### src/rtl/bhpq_pkg.sv
// ----------------------------------------------------------------------------
// bhpq_pkg
// Shared types, constants and the priority compare for the binary heap queue.
// ----------------------------------------------------------------------------
package bhpq_pkg;

  localparam int CAPACITY  = 255;
  localparam int KEY_BITS  = 16;
  localparam int CNT_BITS  = $clog2(CAPACITY + 1);
  localparam int ADDR_BITS = CNT_BITS;           // slots 1..CAPACITY, slot 0 unused
  localparam int RAM_DEPTH = 1 << ADDR_BITS;

  typedef logic [KEY_BITS-1:0]  key_t;
  typedef logic [CNT_BITS-1:0]  cnt_t;
  typedef logic [ADDR_BITS-1:0] addr_t;

  localparam logic OP_INSERT = 1'b0;
  localparam logic OP_DELETE = 1'b1;

  localparam logic MODE_MAX = 1'b0;              // larger key wins
  localparam logic MODE_MIN = 1'b1;              // smaller key wins

  typedef enum logic [1:0] {
    ST_OK    = 2'd0,
    ST_FULL  = 2'd1,
    ST_EMPTY = 2'd2
  } status_t;

  typedef struct packed {
    status_t status;
    key_t    removed_key;
    cnt_t    occupancy;
  } res_t;

  typedef struct packed {
    logic  we;
    addr_t waddr;
    key_t  wdata;
    addr_t raddr_a;
    addr_t raddr_b;
  } ram_req_t;

  // a has equal or higher priority than b
  function automatic logic prio_ge(input logic mode, input key_t a, input key_t b);
    logic ge;
    if (mode == MODE_MIN) begin
      ge = (a <= b);
    end else begin
      ge = (a >= b);
    end
    return ge;
  endfunction

endpackage

### src/rtl/bhpq_ctrl.sv
// ----------------------------------------------------------------------------
// bhpq_ctrl
// Heap sequencer: sift-up on insert, sift-down on delete, one level a cycle.
// ----------------------------------------------------------------------------
module bhpq_ctrl (
  input  logic               clk,
  input  logic               rst_n,
  input  logic               order_mode,
  input  logic               in_valid,
  output logic               in_ready,
  input  logic               in_op,
  input  bhpq_pkg::key_t     in_key,
  output logic               res_valid,
  input  logic               res_ready,
  output bhpq_pkg::res_t     res,
  output bhpq_pkg::ram_req_t ram_req,
  input  bhpq_pkg::key_t     rd_a,
  input  bhpq_pkg::key_t     rd_b
);

  typedef enum logic [2:0] {
    S_IDLE,
    S_UP,
    S_UP_ROOT,
    S_DN_LOAD,
    S_DN,
    S_RES
  } state_t;

  typedef logic [bhpq_pkg::CNT_BITS:0] slot_w_t;

  state_t                 state_r,   state_nxt;
  bhpq_pkg::cnt_t         count_r,   count_nxt;
  bhpq_pkg::cnt_t         slot_r,    slot_nxt;
  bhpq_pkg::key_t         key_r,     key_nxt;     // insert key, or the moved last key
  bhpq_pkg::key_t         removed_r, removed_nxt;
  bhpq_pkg::res_t         res_r,     res_nxt;

  slot_w_t        left_w, right_w, cnt_w, gc_left_w;
  bhpq_pkg::cnt_t child, up_slot, ins_slot;
  bhpq_pkg::key_t child_key;

  assign in_ready  = (state_r == S_IDLE);
  assign res_valid = (state_r == S_RES);
  assign res       = res_r;

  always_comb begin
    state_nxt   = state_r;
    count_nxt   = count_r;
    slot_nxt    = slot_r;
    key_nxt     = key_r;
    removed_nxt = removed_r;
    res_nxt     = res_r;
    ram_req     = '0;

    left_w    = {slot_r, 1'b0};
    right_w   = left_w + slot_w_t'(1);
    cnt_w     = {1'b0, count_r};
    ins_slot  = count_r + bhpq_pkg::cnt_t'(1);
    up_slot   = slot_r >> 1;
    child     = slot_r;
    child_key = rd_a;
    gc_left_w = '0;

    case (state_r)
      S_IDLE: begin
        if (in_valid) begin
          if (in_op == bhpq_pkg::OP_INSERT) begin
            if (cnt_w >= slot_w_t'(bhpq_pkg::CAPACITY)) begin
              res_nxt   = '{bhpq_pkg::ST_FULL, '0, count_r};
              state_nxt = S_RES;
            end else if (count_r == '0) begin
              ram_req.we    = 1'b1;
              ram_req.waddr = bhpq_pkg::addr_t'(1);
              ram_req.wdata = in_key;
              count_nxt     = ins_slot;
              res_nxt       = '{bhpq_pkg::ST_OK, '0, ins_slot};
              state_nxt     = S_RES;
            end else begin
              ram_req.raddr_a = bhpq_pkg::addr_t'(ins_slot >> 1);
              count_nxt       = ins_slot;
              slot_nxt        = ins_slot;
              key_nxt         = in_key;
              state_nxt       = S_UP;
            end
          end else begin
            if (count_r == '0) begin
              res_nxt   = '{bhpq_pkg::ST_EMPTY, '0, count_r};
              state_nxt = S_RES;
            end else begin
              ram_req.raddr_a = bhpq_pkg::addr_t'(1);
              ram_req.raddr_b = bhpq_pkg::addr_t'(count_r);
              slot_nxt        = bhpq_pkg::cnt_t'(1);
              state_nxt       = S_DN_LOAD;
            end
          end
        end
      end

      S_UP: begin
        // rd_a holds the parent of slot_r
        ram_req.we = 1'b1;
        if (bhpq_pkg::prio_ge(order_mode, key_r, rd_a)) begin
          ram_req.waddr = bhpq_pkg::addr_t'(slot_r);
          ram_req.wdata = rd_a;
          slot_nxt      = up_slot;
          if (up_slot == bhpq_pkg::cnt_t'(1)) begin
            state_nxt = S_UP_ROOT;
          end else begin
            ram_req.raddr_a = bhpq_pkg::addr_t'(up_slot >> 1);
          end
        end else begin
          ram_req.waddr = bhpq_pkg::addr_t'(slot_r);
          ram_req.wdata = key_r;
          res_nxt       = '{bhpq_pkg::ST_OK, '0, count_r};
          state_nxt     = S_RES;
        end
      end

      S_UP_ROOT: begin
        ram_req.we    = 1'b1;
        ram_req.waddr = bhpq_pkg::addr_t'(1);
        ram_req.wdata = key_r;
        res_nxt       = '{bhpq_pkg::ST_OK, '0, count_r};
        state_nxt     = S_RES;
      end

      S_DN_LOAD: begin
        removed_nxt     = rd_a;
        key_nxt         = rd_b;
        ram_req.raddr_a = left_w[bhpq_pkg::ADDR_BITS-1:0];
        ram_req.raddr_b = right_w[bhpq_pkg::ADDR_BITS-1:0];
        state_nxt       = S_DN;
      end

      S_DN: begin
        // rd_a / rd_b hold the children of slot_r; count_r is still the old count
        ram_req.we = 1'b1;
        if (left_w > cnt_w) begin
          ram_req.waddr = bhpq_pkg::addr_t'(slot_r);
          ram_req.wdata = key_r;
          count_nxt     = count_r - bhpq_pkg::cnt_t'(1);
          res_nxt       = '{bhpq_pkg::ST_OK, removed_r, count_nxt};
          state_nxt     = S_RES;
        end else begin
          if (left_w == cnt_w || bhpq_pkg::prio_ge(order_mode, rd_a, rd_b)) begin
            child     = left_w[bhpq_pkg::CNT_BITS-1:0];
            child_key = rd_a;
          end else begin
            child     = right_w[bhpq_pkg::CNT_BITS-1:0];
            child_key = rd_b;
          end
          if (!bhpq_pkg::prio_ge(order_mode, key_r, child_key)) begin
            ram_req.waddr   = bhpq_pkg::addr_t'(slot_r);
            ram_req.wdata   = child_key;
            gc_left_w       = {child, 1'b0};
            ram_req.raddr_a = gc_left_w[bhpq_pkg::ADDR_BITS-1:0];
            ram_req.raddr_b = gc_left_w[bhpq_pkg::ADDR_BITS-1:0] + bhpq_pkg::addr_t'(1);
            slot_nxt        = child;
          end else begin
            ram_req.waddr = bhpq_pkg::addr_t'(slot_r);
            ram_req.wdata = key_r;
            count_nxt     = count_r - bhpq_pkg::cnt_t'(1);
            res_nxt       = '{bhpq_pkg::ST_OK, removed_r, count_nxt};
            state_nxt     = S_RES;
          end
        end
      end

      S_RES: begin
        if (res_ready) begin
          state_nxt = S_IDLE;
        end
      end

      default: begin
        state_nxt = S_IDLE;
      end
    endcase
  end

  always_ff @(posedge clk) begin
    if (!rst_n) begin
      state_r <= S_IDLE;
      count_r <= '0;
    end else begin
      state_r <= state_nxt;
      count_r <= count_nxt;
    end
    slot_r    <= slot_nxt;
    key_r     <= key_nxt;
    removed_r <= removed_nxt;
    res_r     <= res_nxt;
  end

endmodule

### config.mk
export PLATFORM = sky130hd
export DESIGN_NAME = bhpq_ctrl
export DESIGN_NICKNAME = d
export VERILOG_FILES = /design/src/rtl/bhpq_pkg.sv /design/src/rtl/bhpq_ctrl.sv
export SDC_FILE = /design/constraint.sdc
export NUM_CORES = 1
export LEC_CHECK = 0
export ABC_CLOCK_PERIOD_IN_PS = 11050
export BUFFER_PORTS_ARGS = -buffer_cell sky130_fd_sc_hd__buf_2
export CORE_UTILIZATION = 55
export DETAILED_ROUTE_END_ITERATION = 8
export GPL_TIMING_DRIVEN = 0
export PLACE_DENSITY = 0.8
export SYNTH_ARGS = -nofsm -noshare
export SYNTH_HDL_FRONTEND = slang
export SYNTH_SLANG_ARGS = --single-unit
export TNS_END_PERCENT = 50
### constraint.sdc
create_clock -name clk -period 11.05 [get_ports clk]
set_input_delay 0.5525 -clock clk [delete_from_list [all_inputs] [get_ports clk]]
set_output_delay 0.5525 -clock clk [all_outputs]
set_load 0.01 [all_outputs]
==> results of run 1 <==
-- cell type report --
cell class,count,area [um^2],share of cell area [%]
tap,136,170.2,2.500
clock buffer,9,123.9,1.820
buffer,31,151.4,2.224
clock inverter,7,80.08,1.176
inverter,49,183.9,2.702
timing repair buffer,121,605.6,8.895
sequential,77,2202,32.35
multi-input combinational,487,3291,48.34
-- flip-flops by register name, summed over array words and instances, names as in the netlist --
signal	flops
state_r	3
slot_r	8
res	26
removed_r	16
key_r	16
count_r	8
-- cell usage after synthesis, types with 7 or more instances --
library cell                instances
sky130_fd_sc_hd__nand2_1          104
sky130_fd_sc_hd__edfxtp_1          66
sky130_fd_sc_hd__ha_1              57
sky130_fd_sc_hd__inv_1             44
sky130_fd_sc_hd__a21oi_1           41
sky130_fd_sc_hd__nor2_1            28
sky130_fd_sc_hd__o21ai_0           27
sky130_fd_sc_hd__a22oi_1           20
sky130_fd_sc_hd__clkbuf_1          20
sky130_fd_sc_hd__and3_1            18
sky130_fd_sc_hd__mux2i_1           17
sky130_fd_sc_hd__nand3_1           17
sky130_fd_sc_hd__nand4_1           14
sky130_fd_sc_hd__o211ai_1          14
sky130_fd_sc_hd__nor2b_1           12
sky130_fd_sc_hd__xnor2_1           12
sky130_fd_sc_hd__dfxtp_1           11
sky130_fd_sc_hd__nor3_1            10
sky130_fd_sc_hd__nand2b_1           8
sky130_fd_sc_hd__o2111ai_1          8
sky130_fd_sc_hd__o21ai_1            7
-- stage by stage --
step | utilization, % | worst slack, ns
2_1_floorplan | - | 5.695
3_5_place_dp | 64.26 | 4.647
5_1_grt | 66.24 | 4.213
4_1_cts | 66.24 | 4.640
3_3_place_gp | 64.26 | 4.740
6_report | 66.24 | 4.503
-- kinds of logic after synthesis --
family / Yosys count / synth area share, %
adders and majority gates: 57 / 12.24
muxes: 17 / 2.920
buffers and inverters: 80 / 5.754
and+or+nand+nor: 240 / 20.57
xor gates and xnor gates: 12 / 1.803
AOI/OAI and AO/OA: 161 / 18.94
DFF: 77 / 37.78
-- per-layer routing --
metal | routed length (um) | up-vias | track usage (%)
met2 | 7948 | 359 | 49.72
met4 | 416 | 0 | 13.18
met1 | 7286 | 2693 | 44.05
met5 | 0 | - | 0
met3 | 1800 | 42 | 5.178
li1 | - | 2653 | -
-- final timing paths --
| check | end | slack (ns) | cells after the start |
|---|---|---|---|
| max reg2reg | res[16]$_DFFE_PP_ | 5.48 | 18 |
| min reg2reg | res[21]$_DFFE_PP_ | 0.56 | 1 |
| min | removed_r[12]$_DFFE_PP_ | 0.43 | 1 |
| max | ram_req[22] | 4.50 | 20 |
-- power by group through the flow --
| stage | Combinational, W | Sequential [W] | Clock [W] |
|---|---|---|---|
| after global placement | 0.000855 | 0.000524 | 0 |
| after floorplan | 0.000560 | 0.000535 | 0 |
| after global routing | 0.000964 | 0.000531 | 0.000241 |
| after detailed placement | 0.000871 | 0.000528 | 0 |
| after CTS | 0.000876 | 0.000521 | 0.000229 |
| final | 0.000890 | 0.000522 | 0.000229 |
-- placed cells by master, fill, tap and decap left out, drive strengths merged, types with 7 or more instances in the layout --
cell type    n
nand2b       8
a22oi       20
nor2b       12
o211ai      16
nor4         7
a21oi       43
o21ai       34
nand3       17
edfxtp      66
nor3        10
buf        132
xnor2       12
ha          57
nand2      104
mux2i       17
inv         51
and3        19
clkbuf      29
dfxtp       11
nand4       14
nor2        28
o2111ai      8
-- critical path, cell delays in order --
cell and delay (ns):
sky130_fd_sc_hd__buf_2 0.15, sky130_fd_sc_hd__ha_1 0.34, sky130_fd_sc_hd__nand4_1 0.17, sky130_fd_sc_hd__or4_1 0.59, sky130_fd_sc_hd__a21oi_1 0.19, sky130_fd_sc_hd__o31ai_1 0.12
sky130_fd_sc_hd__a211oi_2 0.24, sky130_fd_sc_hd__buf_6 0.23, sky130_fd_sc_hd__buf_4 0.26, sky130_fd_sc_hd__mux2i_1 0.23, sky130_fd_sc_hd__ha_1 0.28, sky130_fd_sc_hd__a21oi_1 0.13
sky130_fd_sc_hd__o21ai_1 0.09, sky130_fd_sc_hd__a221o_1 0.37, sky130_fd_sc_hd__nor4_2 0.45, sky130_fd_sc_hd__o211ai_2 0.38, sky130_fd_sc_hd__o21bai_1 0.78, sky130_fd_sc_hd__nand2_1 0.13
sky130_fd_sc_hd__o2111ai_1 0.14, sky130_fd_sc_hd__buf_2 0.17
==> summary by stage, run 1 <==
Floorplan
After floorplanning, the core was divided into 37 placement rows. The placeable core region is 10280 um^2. The floorplan step set the die width to 104.9 um.

In this run the count of I/O pins placed on the die edge is 123. The full die area is 11010 um^2. For this configuration, the core starts out at a cell density of 56.71%. The y dimension of the die is 104.9 um.

Run
Across the run, the number of max-cap violations was 0.

Worst setup path
The type of the setup path with the least slack is in -> out. The kind of start point of the critical path is a primary input. The worst register-to-register path begins at count_r[1]$_SDFFE_PN0P_. In this run the worst setup path begins at rd_a[14].

STA classifies the critical path endpoint as an output port. Data arrives at the worst endpoint at 5.99 ns. In this run the worst path has a maximum fanout of 10.

At the worst endpoint, the required time is 10.50 ns.

Timing
The number of hold-slack violations in the final timing report was 0. The transition time at the pin with the least slew margin is 1.057 ns. The achievable frequency is 152.7 MHz.

Setup repair after global routing left no endpoint under its margin. Setup violations remaining at the end of the flow were counted as 0. On the final layout, the worst hold slack is 0.4327 ns. On the final layout, the worst clock skew is 0.02247 ns.

Measured against its own limit, the worst slew margin works out to 29.53%. The accumulated negative setup slack is 0 ns. The number of slew-limit violations in the final report is 0. Dividing the final minimum period by the clock period gives 59.25%. The time the final worst path needs with I/O delays and setup is 6.547 ns.

Drt
The detail-routed net length per standard cell is 19.03 um. The detailed-route vias per instance is 6.267. The count of nets left with antenna violations once routing finished came out at 0. The initial DRC count is 611. The DRC violations left is 0. The number of search-and-repair iterations in the first detailed-routing pass is 5. The detailed router placed 5747 vias in this run. The routed design has 17450 um of wire.

Layout
The filler cell count is 891. 0 antenna diodes ended up in the layout. The final net count is 887. The post-route standard cell area excluding fillers is 6808 um^2. The proportion of layout cells with a drive suffix above 1 is 21.38%. Once layout is complete, the cells apart from fillers number 917. The area overhead of the layout relative to synthesis is 16.81%.

Placed design
The final weighted congestion in routability-driven placement is 0.9796. The placed standard-cell area is 6604 um^2. Detailed placement ended at an HPWL of 13310 um. Including well taps, the total number of placed cells is 901. The port buffer count is 121.

Yosys
Synthesis produced a netlist whose cell count is 644. The most common flop cell mapped by yosys is sky130_fd_sc_hd__edfxtp_1. The post-synthesis net count is 755. In this run the cell area of the synthesized design comes to 5828 um^2. Counting distinct cell types in the post-synthesis netlist gives 69. In the synthesized netlist the async set-or-reset flop fraction comes to 0%. The Yosys step of the flow raised 0 warnings.

The synthesized design devotes to its leading area cell type 34.01% of total area. The synthesized area divided by synthesized cell count is 9.050 um^2. Synthesis inferred 77 register bits. In the post-synthesis netlist, the biggest area contributors are sky130_fd_sc_hd__edfxtp_1 34%, sky130_fd_sc_hd__ha_1 12%, sky130_fd_sc_hd__nand2_1 6.7%. The number of flops mapped to enable cells by yosys is 66. Summed over all instances, the cell type with the most area after synthesis is sky130_fd_sc_hd__edfxtp_1. Sequential elements use 37.78% of the synthesized area.

CTS
Once the clock tree was built, the resizer swapped 0 gates to a different size. The H-tree was split into 3 levels. Buffers inserted during clock tree synthesis total 9.

After clock tree synthesis, the flow added hold-fix buffers numbering 0. The later-pin clock latency in the skew report is 0.38 ns. The buffers inserted during post-CTS setup optimization is 0. The number of buffers between clock root and the deepest sink is 2.

The clock root buffer master is sky130_fd_sc_hd__clkbuf_8. The clock tree from TritonCTS is done. For this design, the sink count on the clock tree is 77. The clock-pin slew on the worst setup and hold paths is 0.11 ns.

Power and ir drop
In this run the power density over the cells is 241.1 nW/um^2. The relative contribution of the clock network to total power is 13.9%. In this run switching power makes up 45.22% of total power. The sequential power share is 31.8%. The combinational share of power is 54.3%. For this design the static power due to leakage is 3.087 nW. The overall power after layout is 0.001641 W.

The net switching power of the design is 0.0007421 W. The cell-internal power is 0.0008989 W. The maximum vdd drop is 0.0001174 V.

Worst hold path
The worst hold path belongs to the class in -> reg. The startpoint identified for the worst hold timing path is rd_a[12].

Global route
The number of antenna violations at the first check in global routing was 0. The global router's overall resource usage is 31.86%. The number of global-route vias before repair is 5361.

The remaining global-route overflow is 0. The first-pass GRT wire length is 27110 um. The maximum number of pins on one net before global-route repair is 27.

Run status
The run finished with clean final reports.
Power figures use the tool's default switching activity.
==> inputs of run 2 (changes only) <==
Settings changed: ABC_CLOCK_PERIOD_IN_PS 11050 to 5700, CORE_UTILIZATION 55 to 51, PLACE_DENSITY 0.8 to 0.78.
Clock period 11.05 ns to 5.7 ns, I/O delays scaled along.
==> summary by stage, run 2 (same netlist as run 1, synthesis figures left out) <==
Layout
The combined flip-flop and latch cell area is 2202 um^2. The finished cells cover 6965 um^2. Leaving out fill and tap cells, the most frequent cells in the layout are 124 x sky130_fd_sc_hd__buf_2, 103 x sky130_fd_sc_hd__nand2_1, 66 x sky130_fd_sc_hd__edfxtp_1.

The library cell used most frequently in the layout, excluding fill and tap cells, is sky130_fd_sc_hd__buf_2. The multi-input combinational cells in the finished layout cover a total of 3332 um^2. From synthesis to final layout, the design area changed by 19.51%. The repair_antennas step left the layout with diodes totalling 0. The post-route netlist has 22.02% of its cells at a drive strength greater than 1. In the final design database the tool counted 887 nets.

The filler cell count is 945. The register with the most flip-flops in the layout has 26 of them.

Power and ir drop
In this run the power density over the cells is 486.0 nW/um^2. The leakage component of the power is 3.141 nW. The worst-case IR drop observed on VDD is 0.0002392 V.

Placed design
Port buffering added 121 buffers. At the end of routability-driven placement, the weighted congestion stood at 0.9357. In this run the cell area measured after placement is 6609 um^2. Detailed placement ended at an HPWL of 13470 um.

Timing
The number of hold-slack violations in the final timing report is 0. Setup repair after global routing could not meet its margin everywhere. On the final layout, the worst hold slack is 0.1921 ns. The clock tree skew after final layout is 0.01463 ns. The transition time at the pin with the least slew margin is 0.9056 ns.

Headroom to the max-slew limit came out at 39.63%. The final critical path takes up 99.05% of the cycle. Static timing analysis puts the maximum clock frequency at 177.1 MHz. Setup violations remaining at the end of the flow were counted as 0. The number of slew-limit violations in the final report is 0. The time the final worst path needs with I/O delays and setup is 5.646 ns.

Drt
The DRC violations left is 0. The total wirelength of the detailed-routed design is 17980 um. The via count is 5771.

The number of search-and-repair iterations in the first detailed-routing pass is 6. The detail-routed net length per standard cell is 19.52 um. After detailed routing, the number of vias per cell comes to 6.266. The first routing iteration left 613 violations. Once detail routing completed, the nets flagged for antenna violations numbered 0.

Global route
The first-pass GRT wire length is 27450 um. The maximum number of pins on one net before global-route repair is 27. The remaining global-route overflow is 0.

The number of global-route vias before repair is 5411. The global router's overall resource usage is 30.79%. The number of antenna violations at the first check in global routing is 0.

Worst setup path
The sort of element at the end of the critical path is an output port. The worst setup path is of the in -> out kind. The kind of start point of the critical path is a primary input. The arrival time at the worst endpoint is 5.36 ns.

In this run the worst path has a maximum fanout of 10. The critical path data required time is 5.41 ns.

CTS
For this design, the CTS-stage hold fixing added 0 buffers. Counting the buffers created by CTS gives 9. The buffers inserted during post-CTS setup optimization is 0.

TritonCTS built the clock tree. The clock root buffer master is sky130_fd_sc_hd__clkbuf_16. CTS built an H-tree with a depth of 3.

The count of clock tree sinks is 77. Clock-pin slew was measured on the worst setup and hold paths at 0.07 ns. At the later pin of the worst-skew pair, clock insertion delay measures 0.35 ns. The number of buffers between clock root and the deepest sink is 2.

Worst hold path
The min-delay analysis places its worst path in the category in -> reg.

Floorplan
In this run the count of I/O pins placed on the die edge is 123. The placeable core region is 10980 um^2. The full die area is 11860 um^2. The count of standard-cell rows is 38. The die is 108.9 um wide. The starting density of the core is 53.06%. The y dimension of the die is 108.9 um.

Run status
The flow ran to the end, and the final reports show no timing, DRC or antenna violations.

Run
The max-capacitance violation count is 0.
==> run 2: path summary, 6_finish.rpt <==
kind	endpoint	depth (start not counted)	slack (ns)	start
worst max-delay path	ram_req[24]	20	0.05	rd_a[14]
worst min-delay path	removed_r[12]$_DFFE_PP_	1	0.19	rd_a[12]
worst max register to register	slot_r[6]$_DFFE_PP_	17	0.38	count_r[4]$_SDFFE_PN0P_
worst min register to register	res[8]$_DFFE_PP_	1	0.56	removed_r[0]$_DFFE_PP_
==> run 2: worst max-delay path, cell delays in order <==
cell and delay, ns:
sky130_fd_sc_hd__buf_2 0.14, sky130_fd_sc_hd__ha_1 0.33, sky130_fd_sc_hd__nand4_1 0.18, sky130_fd_sc_hd__nor2_1 0.07
sky130_fd_sc_hd__a221o_1 0.34, sky130_fd_sc_hd__or4_1 0.46, sky130_fd_sc_hd__a211oi_4 0.34, sky130_fd_sc_hd__buf_6 0.24
sky130_fd_sc_hd__buf_6 0.20, sky130_fd_sc_hd__mux2i_1 0.20, sky130_fd_sc_hd__ha_1 0.27, sky130_fd_sc_hd__a21oi_1 0.15
sky130_fd_sc_hd__nand2_1 0.07, sky130_fd_sc_hd__a221o_1 0.39, sky130_fd_sc_hd__nor4_2 0.47, sky130_fd_sc_hd__o211ai_2 0.39
sky130_fd_sc_hd__o21bai_4 0.41, sky130_fd_sc_hd__nand2_1 0.09, sky130_fd_sc_hd__o2111ai_1 0.12, sky130_fd_sc_hd__buf_2 0.17
==> run 2: repair_timing <==
action	4_1_cts	5_1_grt
pin swaps	0	0
gates resized for setup	5	7
hold endpoints to repair	0	0
setup endpoints to repair	11	52
==> run 2: area by class of cell <==
| type | instances | area share [%] |
|---|---|---|
| inverters | 49 | 2.641 |
| well taps | 140 | 2.515 |
| multi-input cells | 487 | 47.84 |
| repair buffers | 121 | 8.694 |
| clock buffers | 9 | 3.233 |
| flip-flops and latches | 77 | 31.61 |
| clock inverters | 7 | 1.150 |
| plain buffers | 31 | 2.317 |
==> run 2: through the flow <==
step	worst slack [ns]	setup TNS [ns]	power [W]	utilization [%]	instances
after CTS	0.01999	0	0.003351	63.21	921
final	0.05412	0	0.003385	63.42	921
after global placement	-0.08117	-2.675	0.002683	60.17	905
after detailed placement	-0.2055	-6.543	0.002723	60.17	905
after floorplan	0.6127	0	0.002123	-	644
after global routing	-0.1852	-1.329	0.003581	63.42	921
==> run 2: report_power, final <==
group / leakage, nW / internal (W) / switching [W] / total, W
clock network: 0.149 / 0.000346 / 0.000256 / 0.000602
registers: 0.714 / 0.000885 / 0.000127 / 0.00101
logic: 2.28 / 0.000665 / 0.00111 / 0.00177
total: 3.14 / 0.00190 / 0.00149 / 0.00339
==> run 2: metal layers <==
metal	track usage, %	share of wire (%)
met4	14.86	2.6
met2	47.26	45
met3	4.782	11
met1	42.23	41
met5	0	0
==> inputs of run 3 (changes only) <==
Settings changed: CORE_UTILIZATION 51 to 50, PLACE_DENSITY 0.78 to 0.75.
==> summary by stage, run 3 (same netlist as run 1, synthesis figures left out) <==
Worst setup path
The type of the setup path with the least slack is in -> out. The startpoint of the worst setup timing path is rd_a[14]. Among all stages on the critical path, the largest delay is contributed by sky130_fd_sc_hd__or4_1. The worst register-to-register path has a depth of 18. Data on the critical path arrives at its endpoint at 5.15 ns.

The critical path goes through buf_2 -> ha_1 -> nand4_1 -> or4_1 -> a21oi_1 -> o31ai_1 -> a211oi_2 -> buf_6 -> buf_12 -> mux2i_1 -> ha_1 -> nand4_1 -> nor2_1 -> a221o_1 -> nor4_4 -> buf_4 -> o211ai_4 -> o21bai_4 -> nand2_1 -> o2111ai_1 -> buf_2. In this run the critical register-to-register path is launched from count_r[1]$_SDFFE_PN0P_. The stage delay of the slowest cell on the critical path is 0.61 ns. The buffering stage count on the worst path with inverters included is 5.

The critical path data required time is 5.41 ns. The kind of start point of the critical path is a primary input. In this run the number of cells on the critical path is 21. The sort of element at the end of the critical path is an output port. The flop-to-flop setup slack is 0.52 ns. The worst register-to-register path ends at res[18]$_DFFE_PP_. The family of cells with the greatest summed delay on the critical path is compound AO/OA/AOI/OAI gates. The maximum fanout encountered on the critical timing path is 10.

Timing
The time the final worst path needs with I/O delays and setup is 5.433 ns. Setup repair after global routing left no endpoint under its margin. The worst pin sits at a relative slew slack of 39.13%. In the post-route analysis, the smallest setup slack over all paths is 0.2668 ns. The number of slew-limit violations in the final report is 0. The final setup violation count is 0. After layout, the worst path uses 95.32% of the clock period. The number of hold-slack violations in the final timing report was 0. For the pin with the worst max-slew slack, the measured transition is 0.9109 ns. The accumulated negative setup slack is 0 ns. The achievable frequency is 184.1 MHz.

The clock tree skew after final layout is 0.01224 ns.

Placed design
The port buffer count is 121. The post-placement setup slack is -0.1959 ns. Once placement completed, the tool counted placed cells totaling 908.

The final weighted congestion in routability-driven placement is 0.9307. Summed over all nets, the half-perimeter wirelength after detailed placement is 13380 um.

Floorplan
The die covers 12090 um^2. The placeable core region is 11370 um^2. From bottom edge to top edge, the die measures 110.0 um. The count of standard-cell rows is 39.

Measured along the x axis, the die boundary spans 110.0 um. The starting density of the core is 51.26%. The number of top-level pins is 123.

Layout
The area overhead of the layout relative to synthesis is 20.82%. Leaving out fill and tap cells, the most frequent cell in the layout is sky130_fd_sc_hd__buf_2. The register with the most flip-flops in the layout has 26 of them. For this run, the post-layout net count is 895. The filler cell count is 987. The number of antenna diodes in the final layout is 0.

Leaving out fill and tap cells, the most frequent cells in the layout are 124 x sky130_fd_sc_hd__buf_2, 103 x sky130_fd_sc_hd__nand2_1, 66 x sky130_fd_sc_hd__edfxtp_1. The number of non-filler instances in the completed layout is 932. The proportion of layout cells with a drive suffix above 1 is 22.69%.

CTS
The count of clock tree sinks is 77. Hold repair after CTS inserted 0 buffers. In this run, CTS created clock tree buffers numbering 9. The clock-pin slew on the worst setup and hold paths is 0.06 ns. The depth of the CTS H-tree is 3. The number of buffers between clock root and the deepest sink is 2. The later-pin clock latency in the skew report is 0.35 ns. The tree is rooted in a sky130_fd_sc_hd__clkbuf_16. The clock tree from TritonCTS is done.

Power and ir drop
The net switching power of the design is 0.001471 W. The leakage component of the power is 3.180 nW. Per report_power, the sequential group accounts for 29.9% of the total.

The clock network burns 17.3% of the power. Cell internal power was estimated by the tool at 0.001911 W. Combinational logic burns 52.9% of the power. The ratio of total power to cell area is 480.4 nW/um^2. The worst-case IR drop observed on VDD is 0.0002765 V. The proportion of total power due to net switching is 43.50%.

The overall power after layout is 0.003383 W.

Drt
The via count is 5680. The detail-routed net length per standard cell is 19.07 um. The first routing iteration left 525 violations.

The first detailed-routing pass ran for 5 iterations. The final layout contains routed wiring with a total length of 17770 um. Dividing the detail-routed via count by the number of cells gives 6.094. The DRC violations left is 0. The number of nets with antenna violations after detailed routing is 0.

Global route
The first-pass GRT wire length is 26610 um. For this run the aggregate overflow at the end of global routing stands at 0. The number of antenna violations at the first check in global routing is 0. The global router's overall resource usage is 29.51%. The maximum number of pins on one net before global-route repair is 27. The number of global-route vias before repair came to 5179.

Worst hold path
Counting instances, the worst hold path has a depth of 1. The path with the worst hold slack has its endpoint at removed_r[12]$_DFFE_PP_. The startpoint identified for the worst hold timing path is rd_a[12]. The tightest min-delay check is of the in -> reg type.

Run
The max-capacitance violation count is 0.

Run status
The run finished with clean final reports.
-- run 3: cell type report --
class	count	area, um^2	share of cell area (%)
sequential	77	2202	31.27
clock inverter	6	70.07	0.9950
timing repair buffer	129	678.2	9.630
clock buffer	10	229.0	3.252
buffer	31	157.7	2.239
inverter	49	187.7	2.665
tap	143	178.9	2.541
multi-input combinational	487	3338	47.41
-- run 3: per-layer routing --
layer | part of all wire [%] | vias up | global-route usage, %
met4 | 2.6 | 0 | 11.81
met5 | 0 | - | 0
met1 | 42 | 2674 | 40.42
met2 | 46 | 291 | 45.45
met3 | 9.2 | 44 | 5.928
li1 | - | 2671 | -
-- run 3: power by group through the flow --
stage          sequential [W]  combinational [W]  clock [W]
2_1_floorplan         0.00104            0.00109          0
3_3_place_gp          0.00102            0.00166          0
3_5_place_dp          0.00102            0.00170          0
4_1_cts               0.00101            0.00172   0.000586
5_1_grt               0.00103            0.00196   0.000615
6_report              0.00101            0.00179   0.000584
-- run 3: worst max-delay path by stage --
stage	slack, ns	endpoint
final	0.27	ram_req[29]
after global routing	0.007	ram_req[30]
after CTS	0.008	ram_req[29]
after detailed placement	-0.20	ram_req[29]
after global placement	-0.12	res[20]$_DFFE_PP_
after floorplan	0.61	res[0]$_DFFE_PP_
-- run 3: metrics by stage --
step                hold slack, ns  util [%]  instance area, um^2
floorplan                   0.3839         -                 5828
global placement            0.5347     58.16                 6613
detailed placement          0.5360     58.16                 6613
CTS                         0.1971     60.96                 6930
global route                0.1986     61.93                 7042
finish                      0.1983     61.93                 7042
-- run 3: timing repair --
item / CTS / global route
pin swaps: 0 / 4
gates resized for setup: 3 / 10
buffers inserted: 0 / 8
endpoints found under the setup margin: 14 / 44
endpoints found under the hold margin: 0 / 0
